`src/hdl/knob_angle_tracker_defines.svh`:
```
// ----------------------------------------------------------------------------
// knob_angle_tracker_defines.svh
// Assertion macros shared by the knob angle tracker RTL.
// ----------------------------------------------------------------------------
`ifndef KNOB_ANGLE_TRACKER_DEFINES_SVH
`define KNOB_ANGLE_TRACKER_DEFINES_SVH

// The consequent must hold in the same cycle as the antecedent.
`define KAT_ASSERT_NOW(label, ante, cons, msg) \
    label: assert property (@(posedge i_clk) disable iff (!i_rst_n) (ante) |-> (cons)) \
        else $error(msg);

// The consequent must hold in the cycle after the antecedent.
`define KAT_ASSERT_NEXT(label, ante, cons, msg) \
    label: assert property (@(posedge i_clk) disable iff (!i_rst_n) (ante) |=> (cons)) \
        else $error(msg);

`endif

```
`src/hdl/kat_pkg.sv`:
```
// ----------------------------------------------------------------------------
// kat_pkg
// Constants, register indexes and sequencer states of the knob angle tracker.
// ----------------------------------------------------------------------------
package kat_pkg;

    // One full turn of the sensor and of the transfer table, tenths of a degree.
    localparam int FULL_TURN  = 3600;
    localparam int HALF_TURN  = FULL_TURN / 2;
    localparam int TABLE_SPAN = 3600;

    // Modulo reduction subtracts FULL_TURN << k for k = MOD_STEPS-1 down to 0.
    localparam int MOD_STEPS = 5;
    localparam logic [16:0] MOD_UNIT = 17'(FULL_TURN);
    localparam logic [16:0] MOD_BIAS = 17'(FULL_TURN << (MOD_STEPS - 1));

    // Detent rounding divides a 16-bit magnitude one quotient bit per cycle.
    localparam int DIV_STEPS = 16;

    // Half an LSB of the Q8.8 stretch product.
    localparam logic [31:0] ROUND_Q8 = 32'd128;

    // Configuration register indexes.
    localparam logic [2:0] CFG_WRAP_OUTPUT  = 3'd0;
    localparam logic [2:0] CFG_MIN_ANGLE    = 3'd1;
    localparam logic [2:0] CFG_MAX_ANGLE    = 3'd2;
    localparam logic [2:0] CFG_WRAP_INDEX   = 3'd3;
    localparam logic [2:0] CFG_STRETCH_Q8   = 3'd4;
    localparam logic [2:0] CFG_DETENT_STEP  = 3'd5;
    localparam logic [2:0] CFG_INDEX_OFFSET = 3'd6;

    // Register reset values.
    localparam logic signed [15:0] MIN_ANGLE_RST = 16'sd0;
    localparam logic signed [15:0] MAX_ANGLE_RST = 16'sd3600;
    localparam logic [15:0]        STRETCH_RST   = 16'd256;
    localparam logic [14:0]        DETENT_RST    = 15'd3600;

    typedef enum logic [11:0] {
        S_IDLE    = 12'b0000_0000_0001,
        S_UNWRAP  = 12'b0000_0000_0010,
        S_OSHAPE  = 12'b0000_0000_0100,
        S_OMOD    = 12'b0000_0000_1000,
        S_MUL     = 12'b0000_0001_0000,
        S_IDX     = 12'b0000_0010_0000,
        S_IMOD    = 12'b0000_0100_0000,
        S_DIVPREP = 12'b0000_1000_0000,
        S_DIV     = 12'b0001_0000_0000,
        S_DMUL    = 12'b0010_0000_0000,
        S_TRIG    = 12'b0100_0000_0000,
        S_DONE    = 12'b1000_0000_0000
    } t_state;

endpackage

```
`src/hdl/knob_angle_tracker.sv`:
```
// ----------------------------------------------------------------------------
// knob_angle_tracker
// Unwraps absolute knob angle samples into steps, counts turns, and keeps a
// shaped output angle, a stretched table index and a detent trigger.
// ----------------------------------------------------------------------------
//
//   Channel   Direction  Handshake                    Payload
//   input     in         i_in_valid / o_in_stall      i_cmd, i_raw_angle
//   result    out        o_out_valid / i_out_stall    o_step_delta .. o_trigger_bit
//   config    in         i_cfg_valid / o_cfg_ready    i_cfg_index, i_cfg_data
//
// A sample request runs from acceptance to the result register through the sequencer
// states in order; each modulo reduction adds 5 subtractor passes, and the 16-step
// restoring divider and two multiplier passes always run. A restart request skips
// to the final state. The input stalls until the sequencer is idle.
// Reset is synchronous and active low; it restores control, configuration and tracking state.
// A result held by a stalled consumer only blocks the sequencer in its last state.
// ----------------------------------------------------------------------------
`include "knob_angle_tracker_defines.svh"

module knob_angle_tracker (
    input  logic               i_clk,
    input  logic               i_rst_n,

    input  logic               i_in_valid,
    output logic               o_in_stall,
    input  logic               i_cmd,
    input  logic [11:0]        i_raw_angle,

    output logic               o_out_valid,
    input  logic               i_out_stall,
    output logic signed [11:0] o_step_delta,
    output logic signed [15:0] o_turn_count,
    output logic signed [31:0] o_total_angle,
    output logic signed [15:0] o_shaped_angle,
    output logic [11:0]        o_table_index,
    output logic signed [16:0] o_detent_angle,
    output logic               o_trigger_bit,

    input  logic               i_cfg_valid,
    output logic               o_cfg_ready,
    input  logic [2:0]         i_cfg_index,
    input  logic [15:0]        i_cfg_data
);

    localparam logic [15:0] OUT_SPAN = 16'(kat_pkg::FULL_TURN);
    localparam logic [11:0] IDX_SPAN = 12'(kat_pkg::TABLE_SPAN);

    // Sequencer state.
    kat_pkg::t_state r_state, n_state;
    logic            r_out_valid;

    // Configuration registers.
    logic               r_cfg_wrap_output;
    logic signed [15:0] r_cfg_min;
    logic signed [15:0] r_cfg_max;
    logic               r_cfg_wrap_index;
    logic [15:0]        r_cfg_stretch;
    logic [14:0]        r_cfg_detent;
    logic [11:0]        r_cfg_offset;

    // Tracking state kept between requests.
    logic [11:0]        r_prev_raw;
    logic [15:0]        r_turns;
    logic [31:0]        r_total;
    logic [15:0]        r_out;
    logic [15:0]        r_index;
    logic signed [16:0] r_last_det;
    logic               r_trig;

    // Working registers of the current request.
    logic               r_cmd;
    logic [11:0]        r_raw;
    logic signed [12:0] r_delta;
    logic signed [16:0] r_o;
    logic [16:0]        r_rem;
    logic [15:0]        r_quo;
    logic [3:0]         r_cnt;
    logic [31:0]        r_prod;
    logic [11:0]        r_tidx;
    logic signed [16:0] r_det;

    // Result register.
    logic [11:0]        r_res_step;
    logic [15:0]        r_res_turns;
    logic [31:0]        r_res_total;
    logic [15:0]        r_res_shaped;
    logic [11:0]        r_res_tidx;
    logic [16:0]        r_res_det;
    logic               r_res_trig;

    // Combinational datapath.
    logic [14:0]        res;
    logic signed [12:0] raw_diff;
    logic signed [12:0] n_delta;
    logic signed [16:0] n_o;
    logic [16:0]        o_clamp;
    logic [16:0]        o_biased;
    logic [12:0]        delta_abs;
    logic [31:0]        prod_round;
    logic [15:0]        q16;
    logic [15:0]        n_index;
    logic [11:0]        idx_clamp;
    logic [16:0]        idx_biased;
    logic [16:0]        shaped_abs;
    logic [16:0]        div_num;
    logic [16:0]        sub_a;
    logic [16:0]        sub_b;
    logic [17:0]        sub_diff;
    logic               sub_ge;
    logic [16:0]        n_rem;
    logic [15:0]        mul_a;
    logic [15:0]        mul_b;
    logic [31:0]        mul_p;
    logic [15:0]        det_mag;
    logic [17:0]        det_diff;
    logic [17:0]        det_diff_abs;
    logic               res_load;
    logic               in_accept;

    assign in_accept   = i_in_valid && !o_in_stall;
    assign o_in_stall  = (r_state != kat_pkg::S_IDLE);
    assign o_cfg_ready = (r_state == kat_pkg::S_IDLE);
    assign res_load    = (r_state == kat_pkg::S_DONE) && (!r_out_valid || !i_out_stall);

    // A detent step of zero behaves as a step of one.
    assign res = (r_cfg_detent == 15'd0) ? 15'd1 : r_cfg_detent;

    // Unwrap across the seam: any jump larger than half a turn is taken the
    // short way round, and the turn counter moves against it.
    always_comb begin
        raw_diff = $signed({1'b0, r_raw}) - $signed({1'b0, r_prev_raw});
        if (raw_diff < -$signed(13'(kat_pkg::HALF_TURN))) begin
            n_delta = raw_diff + $signed(13'(kat_pkg::FULL_TURN));
        end else if (raw_diff > $signed(13'(kat_pkg::HALF_TURN))) begin
            n_delta = raw_diff - $signed(13'(kat_pkg::FULL_TURN));
        end else begin
            n_delta = raw_diff;
        end
        n_o = $signed({r_out[15], r_out}) + $signed({{4{n_delta[12]}}, n_delta});
    end

    // Clamp: limit to max first, then raise to min, so min wins when crossed.
    // Negative values get a whole multiple of a turn added before reduction.
    always_comb begin
        if (r_o > $signed({r_cfg_max[15], r_cfg_max})) begin
            o_clamp = {r_cfg_max[15], r_cfg_max};
        end else begin
            o_clamp = r_o;
        end
        if ($signed(o_clamp) < $signed({r_cfg_min[15], r_cfg_min})) begin
            o_clamp = {r_cfg_min[15], r_cfg_min};
        end
        o_biased = r_o[16] ? (r_o + kat_pkg::MOD_BIAS) : r_o;
    end

    // Stretched step: |delta| * Q8.8, rounded half away from zero, 16 bits kept.
    always_comb begin
        delta_abs  = r_delta[12] ? 13'(-r_delta) : 13'(r_delta);
        prod_round = r_prod + kat_pkg::ROUND_Q8;
        q16        = r_delta[12] ? 16'(-prod_round[23:8]) : prod_round[23:8];
        n_index    = r_index + q16;
        if (n_index[15]) begin
            idx_clamp = 12'd0;
        end else if (n_index > 16'(kat_pkg::TABLE_SPAN)) begin
            idx_clamp = IDX_SPAN;
        end else begin
            idx_clamp = n_index[11:0];
        end
        idx_biased = n_index[15] ? ({1'b1, n_index} + kat_pkg::MOD_BIAS) : {1'b0, n_index};
    end

    // Dividend for detent rounding: |shaped| + res/2 never exceeds 16 bits.
    always_comb begin
        shaped_abs = r_out[15] ? 17'(-{r_out[15], r_out}) : {1'b0, r_out};
        div_num    = shaped_abs + {3'b000, res[14:1]};
    end

    // Shared subtract-and-compare unit for both modulo reductions and the divider.
    always_comb begin
        if (r_state == kat_pkg::S_DIV) begin
            sub_a = {r_rem[15:0], r_quo[15]};
            sub_b = {2'b00, res};
        end else begin
            sub_a = r_rem;
            sub_b = kat_pkg::MOD_UNIT << r_cnt;
        end
        sub_diff = {1'b0, sub_a} - {1'b0, sub_b};
        sub_ge   = !sub_diff[17];
        n_rem    = sub_ge ? sub_diff[16:0] : sub_a;
    end

    // Shared multiplier: stretch product, then detent quotient times step.
    always_comb begin
        if (r_state == kat_pkg::S_DMUL) begin
            mul_a = r_quo;
            mul_b = {1'b0, res};
        end else begin
            mul_a = {4'd0, delta_abs[11:0]};
            mul_b = r_cfg_stretch;
        end
        mul_p   = mul_a * mul_b;
        det_mag = mul_p[15:0];
    end

    // The trigger toggles once the detent has moved by a full step or more.
    always_comb begin
        det_diff     = $signed({r_det[16], r_det}) - $signed({r_last_det[16], r_last_det});
        det_diff_abs = det_diff[17] ? 18'(-det_diff) : det_diff;
    end

    always_comb begin
        n_state = r_state;
        unique case (r_state)
            kat_pkg::S_IDLE: begin
                if (in_accept) begin
                    n_state = kat_pkg::S_UNWRAP;
                end
            end
            kat_pkg::S_UNWRAP: begin
                n_state = r_cmd ? kat_pkg::S_DONE : kat_pkg::S_OSHAPE;
            end
            kat_pkg::S_OSHAPE: begin
                n_state = r_cfg_wrap_output ? kat_pkg::S_OMOD : kat_pkg::S_MUL;
            end
            kat_pkg::S_OMOD: begin
                if (r_cnt == 4'd0) begin
                    n_state = kat_pkg::S_MUL;
                end
            end
            kat_pkg::S_MUL: begin
                n_state = kat_pkg::S_IDX;
            end
            kat_pkg::S_IDX: begin
                n_state = r_cfg_wrap_index ? kat_pkg::S_IMOD : kat_pkg::S_DIVPREP;
            end
            kat_pkg::S_IMOD: begin
                if (r_cnt == 4'd0) begin
                    n_state = kat_pkg::S_DIVPREP;
                end
            end
            kat_pkg::S_DIVPREP: begin
                n_state = kat_pkg::S_DIV;
            end
            kat_pkg::S_DIV: begin
                if (r_cnt == 4'd0) begin
                    n_state = kat_pkg::S_DMUL;
                end
            end
            kat_pkg::S_DMUL: begin
                n_state = kat_pkg::S_TRIG;
            end
            kat_pkg::S_TRIG: begin
                n_state = kat_pkg::S_DONE;
            end
            kat_pkg::S_DONE: begin
                if (res_load) begin
                    n_state = kat_pkg::S_IDLE;
                end
            end
            default: begin
                n_state = kat_pkg::S_IDLE;
            end
        endcase
    end

    // Control, configuration and tracking state.
    always_ff @(posedge i_clk) begin
        if (!i_rst_n) begin
            r_state           <= kat_pkg::S_IDLE;
            r_out_valid       <= 1'b0;
            r_cfg_wrap_output <= 1'b0;
            r_cfg_min         <= kat_pkg::MIN_ANGLE_RST;
            r_cfg_max         <= kat_pkg::MAX_ANGLE_RST;
            r_cfg_wrap_index  <= 1'b0;
            r_cfg_stretch     <= kat_pkg::STRETCH_RST;
            r_cfg_detent      <= kat_pkg::DETENT_RST;
            r_cfg_offset      <= 12'd0;
            r_prev_raw        <= 12'd0;
            r_turns           <= 16'd0;
            r_total           <= 32'd0;
            r_out             <= 16'd0;
            r_index           <= 16'd0;
            r_last_det        <= 17'sd0;
            r_trig            <= 1'b0;
        end else begin
            r_state <= n_state;

            if (res_load) begin
                r_out_valid <= 1'b1;
            end else if (!i_out_stall) begin
                r_out_valid <= 1'b0;
            end

            if (i_cfg_valid && o_cfg_ready) begin
                unique case (i_cfg_index)
                    kat_pkg::CFG_WRAP_OUTPUT:  r_cfg_wrap_output <= i_cfg_data[0];
                    kat_pkg::CFG_MIN_ANGLE:    r_cfg_min         <= i_cfg_data;
                    kat_pkg::CFG_MAX_ANGLE:    r_cfg_max         <= i_cfg_data;
                    kat_pkg::CFG_WRAP_INDEX:   r_cfg_wrap_index  <= i_cfg_data[0];
                    kat_pkg::CFG_STRETCH_Q8:   r_cfg_stretch     <= i_cfg_data;
                    kat_pkg::CFG_DETENT_STEP:  r_cfg_detent      <= i_cfg_data[14:0];
                    kat_pkg::CFG_INDEX_OFFSET: r_cfg_offset      <= i_cfg_data[11:0];
                    default: begin
                    end
                endcase
            end

            unique case (r_state)
                kat_pkg::S_UNWRAP: begin
                    r_prev_raw <= r_raw;
                    if (r_cmd) begin
                        r_total <= 32'd0;
                        r_out   <= 16'd0;
                        r_index <= 16'd0;
                    end else begin
                        if (raw_diff < -$signed(13'(kat_pkg::HALF_TURN))) begin
                            r_turns <= r_turns + 16'd1;
                        end else if (raw_diff > $signed(13'(kat_pkg::HALF_TURN))) begin
                            r_turns <= r_turns - 16'd1;
                        end
                        r_total <= r_total + {{19{n_delta[12]}}, n_delta};
                    end
                end
                kat_pkg::S_OSHAPE: begin
                    if (!r_cfg_wrap_output) begin
                        r_out <= o_clamp[15:0];
                    end
                end
                kat_pkg::S_OMOD: begin
                    if (r_cnt == 4'd0) begin
                        r_out <= n_rem[15:0];
                    end
                end
                kat_pkg::S_IDX: begin
                    r_index <= n_index;
                end
                kat_pkg::S_TRIG: begin
                    if (det_diff_abs >= {3'b000, res}) begin
                        r_trig     <= !r_trig;
                        r_last_det <= r_det;
                    end
                end
                default: begin
                end
            endcase
        end
    end

    // Working registers and result register; no reset needed.
    always_ff @(posedge i_clk) begin
        if (in_accept) begin
            r_cmd <= i_cmd;
            r_raw <= i_raw_angle;
        end

        unique case (r_state)
            kat_pkg::S_UNWRAP: begin
                if (r_cmd) begin
                    r_delta <= 13'sd0;
                    r_tidx  <= r_cfg_offset;
                    r_det   <= r_last_det;
                end else begin
                    r_delta <= n_delta;
                    r_o     <= n_o;
                end
            end
            kat_pkg::S_OSHAPE: begin
                r_rem <= o_biased;
                r_cnt <= 4'(kat_pkg::MOD_STEPS - 1);
            end
            kat_pkg::S_OMOD, kat_pkg::S_IMOD: begin
                r_rem <= n_rem;
                r_cnt <= r_cnt - 4'd1;
                if ((r_state == kat_pkg::S_IMOD) && (r_cnt == 4'd0)) begin
                    r_tidx <= n_rem[11:0];
                end
            end
            kat_pkg::S_MUL: begin
                r_prod <= mul_p;
            end
            kat_pkg::S_IDX: begin
                r_rem  <= idx_biased;
                r_cnt  <= 4'(kat_pkg::MOD_STEPS - 1);
                r_tidx <= idx_clamp;
            end
            kat_pkg::S_DIVPREP: begin
                r_quo <= div_num[15:0];
                r_rem <= 17'd0;
                r_cnt <= 4'(kat_pkg::DIV_STEPS - 1);
            end
            kat_pkg::S_DIV: begin
                r_rem <= n_rem;
                r_quo <= {r_quo[14:0], sub_ge};
                r_cnt <= r_cnt - 4'd1;
            end
            kat_pkg::S_DMUL: begin
                r_det <= r_out[15] ? 17'(-{1'b0, det_mag}) : {1'b0, det_mag};
            end
            default: begin
            end
        endcase

        if (res_load) begin
            r_res_step   <= r_delta[11:0];
            r_res_turns  <= r_turns;
            r_res_total  <= r_total;
            r_res_shaped <= r_out;
            r_res_tidx   <= r_tidx;
            r_res_det    <= r_det;
            r_res_trig   <= r_trig;
        end
    end

    assign o_out_valid    = r_out_valid;
    assign o_step_delta   = r_res_step;
    assign o_turn_count   = r_res_turns;
    assign o_total_angle  = r_res_total;
    assign o_shaped_angle = r_res_shaped;
    assign o_table_index  = r_res_tidx;
    assign o_detent_angle = r_res_det;
    assign o_trigger_bit  = r_res_trig;

    // An accepted request keeps the block busy in the following cycle.
    `KAT_ASSERT_NEXT(a_busy_after_req, in_accept, o_in_stall, "request accepted but block not busy")
    // A new result appears only out of the final sequencer state.
    `KAT_ASSERT_NOW(a_res_from_done, $rose(r_out_valid),
        $past(r_state == kat_pkg::S_DONE), "result loaded outside final state")
    // The trigger changes only in the detent compare step.
    `KAT_ASSERT_NOW(a_trig_in_step, r_trig != $past(r_trig),
        $past(r_state == kat_pkg::S_TRIG), "trigger toggled outside compare step")
    // A wrapped output angle is fully reduced before the stretch step.
    `KAT_ASSERT_NOW(a_out_reduced, (r_state == kat_pkg::S_MUL) && r_cfg_wrap_output,
        r_out < OUT_SPAN, "wrapped output angle not reduced")

endmodule
```
`config.mk`:
```
export PLATFORM = sky130hd
export DESIGN_NAME = knob_angle_tracker
export DESIGN_NICKNAME = d
export VERILOG_FILES = /design/src/hdl/kat_pkg.sv /design/src/hdl/knob_angle_tracker.sv
export VERILOG_INCLUDE_DIRS = /design/src /design/src/hdl
export SDC_FILE = /design/constraint.sdc
export NUM_CORES = 2
export LEC_CHECK = 0
export ABC_AREA = 1
export BUFFER_PORTS_ARGS = -buffer_cell sky130_fd_sc_hd__buf_2
export CAP_MARGIN = 30
export CORE_MARGIN = 2
export CORE_UTILIZATION = 38
export CTS_CLUSTER_DIAMETER = 30
export DETAILED_ROUTE_END_ITERATION = 10
export SLEW_MARGIN = 20
export SYNTH_ARGS = -nofsm -noshare
export SYNTH_HDL_FRONTEND = slang
export SYNTH_SLANG_ARGS = --single-unit
```
`constraint.sdc`:
```
create_clock -name i_clk -period 8.53 [get_ports i_clk]
set_clock_uncertainty 0.2 [all_clocks]
set_input_delay 0.853 -clock i_clk [delete_from_list [all_inputs] [get_ports i_clk]]
set_output_delay 0.853 -clock i_clk [all_outputs]
set_load 0.02 [all_outputs]
```
* Word level (Yosys, flattened, before mapping)
Cells that the tools add are included.
** Storage, ports and cells
- Register bits :: 439
- Output and inout bits :: 109
- Word-level logic and storage cells :: 175
** Operators by class
- Add/sub/neg operators :: 20
- Multiply operators :: 1
- $lt $le $gt $ge :: 6
- Eq/ne operators :: 28
- Shift operators :: 1
- Muxes and demuxes :: 46
- Bitwise operators :: 1
- Reductions and logical operators :: 39
** Operators with widths (count)
- 2-to-1 mux 16 bit :: 10
- case mux 12 bit (12 select lines) :: 1
- 2-to-1 mux 17 bit :: 8
- 2-to-1 mux 12 bit :: 11
- case mux 17 bit (4 select lines) :: 1
- case mux 16 bit (2 select lines) :: 2
- case mux 16 bit (3 select lines) :: 1
- case mux 12 bit (3 select lines) :: 1
- subtractor 17 x 17 -> 18 bit :: 2
- adder 17 x 16 -> 17 bit (second input constant) :: 2
- case mux 17 bit (2 select lines) :: 1
- adder 32 bit :: 1
- 2-to-1 mux 32 bit :: 1
- negation 16 bit :: 2
- 2-to-1 mux 13 bit :: 2
- adder 24 x 8 -> 24 bit (second input constant) :: 1
- multiplier 16 x 16 -> 24 bit :: 1
- AND reduction 2 bit :: 11
- greater-or-equal comparator 18 x 15 -> 1 bit :: 1
- 2-to-1 mux 18 bit :: 1
- negation 18 bit :: 1
- adder 16 x 13 -> 17 bit :: 1
- greater-than comparator 17 x 16 -> 1 bit :: 1
- less-than comparator 17 x 16 -> 1 bit :: 1
- other kinds (52) :: 77

* Depth between registers and ports, before layout
- Word-level depth :: 8
- Mapped depth :: 38

* Worst setup path before layout
OpenSTA, ideal clock, no wires.
- Path type :: register to register
- Start :: register r_state[4]
- End :: register r_prod[22] (data pin)
- Setup time :: 262 ps
- Data arrival time :: 6549 ps
- Data required time :: 8068 ps
- Setup slack :: 1519 ps
- Cell stages (with the launch flop) :: 31
- Period minus slack after synthesis :: 7011 ps
- Cell sequence :: dfxtp_1 > nor2_2 > nand2_1 > nor2_2 > nand2_2 > buf_2 > buf_2 > buf_2 > o21ai_0 > clkbuf_1 > nor2_1 > fa_1 > inv_1 > fa_1 > inv_1 > fa_1 > fa_1 > fa_1 > inv_1 > fa_1 > inv_1 > ha_1 > a21oi_1 > o21ai_0 > a21oi_1 > o21ai_0 > nand3_1 > nand2_1 > a21oi_1 > o21bai_1 > xor2_1
** Between the ends
- Cells in the longest elaborated chain, start to end :: 3
** RTL lines
- start: declaration :: line knob_angle_tracker.sv:50 : kat_pkg::t_state r_state, n_state;
- start signal: assignment :: line knob_angle_tracker.sv:270 : r_state <= kat_pkg::S_IDLE;
- start signal: assignment :: line knob_angle_tracker.sv:287 : r_state <= n_state;
- equality test 12 x 10 -> 1 bit * :: line knob_angle_tracker.sv:195 : if (r_state == kat_pkg::S_DMUL) begin
- 2-to-1 mux 16 bit :: line knob_angle_tracker.sv:195
- multiplier 16 x 16 -> 24 bit * :: line knob_angle_tracker.sv:202 : mul_p = mul_a * mul_b;
- named net mul_p[22] :: line knob_angle_tracker.sv:114 : logic [31:0] mul_p;
- end signal: assignment :: line knob_angle_tracker.sv:380 : r_prod <= mul_p;
- end: declaration :: line knob_angle_tracker.sv:79 : logic [31:0] r_prod;
The timed path passes the listed nets; every way through them passes the cells marked *.
A chain may end at the register's enable or synchronous reset.

* Worst setup path after layout
- Start :: register r_state[0]
- End :: register r_det[14] (data pin)
** Between the ends
- Cells in the longest elaborated chain, start to end :: 6
** RTL lines
- equality test 12 x 10 -> 1 bit :: line knob_angle_tracker.sv:195, knob_angle_tracker.sv:357
- 2-to-1 mux 16 bit :: line knob_angle_tracker.sv:195
- multiplier 16 x 16 -> 24 bit :: line knob_angle_tracker.sv:202
- negation 16 -> 17 bit :: line knob_angle_tracker.sv:398 : r_det <= r_out[15] ? 17'(-{1'b0, det_mag}) : {1'b0, det_mag};
- 2-to-1 mux 17 bit :: line knob_angle_tracker.sv:398
- case mux 17 bit (2 select lines) * :: line knob_angle_tracker.sv:357 : unique case (r_state)
- end signal: assignment :: line knob_angle_tracker.sv:362 : r_det <= r_last_det;
- end signal: assignment :: line knob_angle_tracker.sv:398
- end: declaration :: line knob_angle_tracker.sv:81 : logic signed [16:0] r_det;
Every way passes the cells marked *; elsewhere a longest branch is shown, timed or not.

==> out/metrics.cfg <==
[setup_path]
path_class=reg2reg
crit_fanout=26
endpoint_kind=flop
r2r_slack_ns=0.67
startpoint_type=flop
reg2reg_to=r_det[14]
r2r-start=r_state[0]
reg2regPathDepth=27
cp.required_ns=8.69
cp_data_arrival_time_ns=8.02

[drt]
drt_pass1_iterations=6
vias=30500
drc=0
wl_per_cell_um=18.7
drt_wl_total_um=111000
post_drt_via_cell_ratio=5.16
drtIter0Drc=2444
antenna_left=0

[timing]
hold_violations=0
fmax_mhz=127
slew_violations=0
setup_tns_ns=0
worst_pin_slew_ns=1.01
min_period_ns=7.86
finalCritPeriodShare_pct=92.2
max-slew-margin-rel_pct=32.6
setup_viol=0
rsz0062_at_grt=no

[clock_tree]
cts_sinks=432
htreeDepth=3
insertion_delay_ns=0.69
cts_tree=yes
numCtsBuffers=95
clockRootBuffer=clkbuf_16
clockBufferDepth=3
post_cts_buffers=0
clk_pin_slew_ns=0.05

[run_status]
status=completed

[floorplan]
initial_utilization_pct=38.5
die_w_um=306
core_um2=90300
pin_count=146
die_area_um2=93800
rows=110
die_h_um=306

[logic_synthesis]
yosysMostFrequentCell=nand2_1
post_synth.cell_area_avg_um2=7.74
netlist_top_cells_count=nand2_1, inv_1, nor2_1
syn_inst=4486
netlist-cell-type-count=68
yosys.area.top_type=edfxtp_1
synth_edf_count=232
ys_ff_latch=432
ys_top_cells_by_area=edfxtp_1, dfxtp_1, fa_1, ha_1, nand2_1
netlist_area_um2=34700
ys_warn_count=0
ys_seq_area_share_pct=31.6
synth_ff_type=edfxtp_1
netlist.area_leader.share_pct=20.1
synth-async-reset-ratio_pct=0
syn-num-nets=4971

[flow_run]
cap_violations=0

[grt]
grt_max_degree=82
antenna_found_initial=1
overflow=0
grt_first_pass_wirelength_um=171000
grt_pass1_vias=29700
gr-usage-all-layers_pct=23.5

[place]
hpwl_um=87400
gp_congestion=0.957
io_buffers=145

[pwr]
powerDensity_nw_per_um2=313
peakVddDrop_mv=0.217
total_power_mw=12.5
cellLeakagePower_nw=18.2

[hold_path]
hold_depth=1
hold_path_class=in2reg
hold_end=r_raw[10]
min_from=i_raw_angle[10]

[final_layout]
synthToLayoutAreaGrowth_pct=15.3
fillers=9083
fin_nets=5133
drive_gt1_share_pct=10.0
num_antenna_cells=0

[critical path: stages, from the launching register on]
cell      delay [ns]
dfxtp_1         0.34
nor2_1          0.15
nand2_1         0.14
nor2_2          0.17
nand2_2         0.37
o21ai_2         0.51
clkinv_1        0.43
nor2_1          0.25
fa_1            0.47
fa_1            0.49
ha_1            0.23
fa_1            0.54
inv_1           0.05
fa_1            0.48
fa_1            0.55
inv_1           0.04
ha_1            0.35
a21oi_1         0.26
o21a_1          0.16
o21ai_0         0.12
nand3_1         0.10
nand2_1         0.08
xnor2_1         0.36
nand2_1         0.13
nor2_1          0.20
a21oi_1         0.11
xor2_1          0.16
o21ai_0         0.09
[flip-flops by register name, summed over array words and instances, names as in the netlist, 13 cells and up]
name / count
r_cfg_max: 16
r_cfg_min: 16
r_delta: 13
r_o: 17
r_out: 16
o_shaped_angle: 16
r_total: 32
r_cfg_stretch: 16
o_total_angle: 32
r_quo: 16
r_det: 17
r_index: 16
o_turn_count: 16
r_prod: 17
r_last_det: 17
r_cfg_detent: 15
r_rem: 17
r_turns: 16
o_detent_angle: 17
[stage by stage]
stage,worst slack (ns),cell area (µm²),utilization [%],instances,hold slack [ns]
floorplan,1.52,34700,-,4486,0.200
global placement,0.858,36800,40.7,5725,0.205
detailed placement,0.665,36800,40.7,5727,0.205
CTS,0.581,40000,44.4,5907,0.120
global route,0.124,40000,44.4,5907,0.131
finish,0.669,40000,44.4,5907,0.151
[worst max path at each step]
stage | to | startpoint | cells past startpoint | slack [ns]
finish | r_det[14] | r_state[0] | 27 | 0.67
global route | r_det[14] | r_state[2] | 32 | 0.12
CTS | r_det[14] | r_state[2] | 30 | 0.58
detailed placement | r_det[14] | r_state[2] | 30 | 0.67
global placement | r_det[14] | r_state[0] | 32 | 0.86
floorplan | r_prod[22] | r_state[4] | 30 | 1.52
[logic make-up after synthesis]
group / Yosys count / synth area share, %
adders and majority gates: 448 / 19.9
and+or+nand+nor: 1700 / 21.0
AOI/OAI and AO/OA: 836 / 13.0
buffers and inverters: 895 / 9.86
xor gates and xnor gates: 175 / 4.58
DFF: 432 / 31.6
[cells in the final DEF, fill, tap and decap left out, types with 15 or more instances in the layout]
master     netlist  layout
a21oi_1        371     370
buf_2           20     144
buf_4            1      43
clkbuf_16        0      95
clkinv_1        17      20
clkinv_2         0      15
dfxtp_1        200     200
edfxtp_1       232     232
fa_1           176     176
ha_1           272     272
inv_1          738     738
inv_2           17      18
inv_6            0      15
nand2_1        864     863
nand3_1        249     249
nand3_2         18      18
nand4_1         35      35
nor2_1         382     382
nor2_2          17      16
nor3_1          50      49
o21ai_0        313     312
o21ai_1         26      27
or2_2           21      21
xnor2_1         43      43
xor2_1         125     125
[per-layer routing]
metal	GRT usage (%)	part of all wire (%)	wire length, µm	vias up
li1	-	-	-	15000
met1	31.4	44	48500	14300
met2	38.2	46	50700	999
met3	3.77	6.9	7580	189
met4	8.58	3.5	3870	2
met5	0	0.012	13	-
[cell type report]
type                            count  area (µm²)  share of cell area (%)
Multi-Input combinational cell   3159       20400                    50.9
Tap cell                         1176        1470                    3.67
Clock buffer                      104        2430                    6.07
Clock inverter                     76         828                    2.07
Timing Repair Buffer              188        1070                    2.67
Inverter                          772        2900                    7.24
Sequential cell                   432       11000                    27.4
[repair_timing]
item,CTS,global route
hold buffers,0,0
endpoints found under the setup margin,0,3
resized for setup,0,1
[power breakdown]
part	internal [mW]	switching [mW]	total, mW
sequential	2.54	0.162	2.70
clock	2.32	1.34	3.67
combinational	1.98	4.19	6.17
total	6.84	5.69	12.5
(Power assumes the default switching activity.)
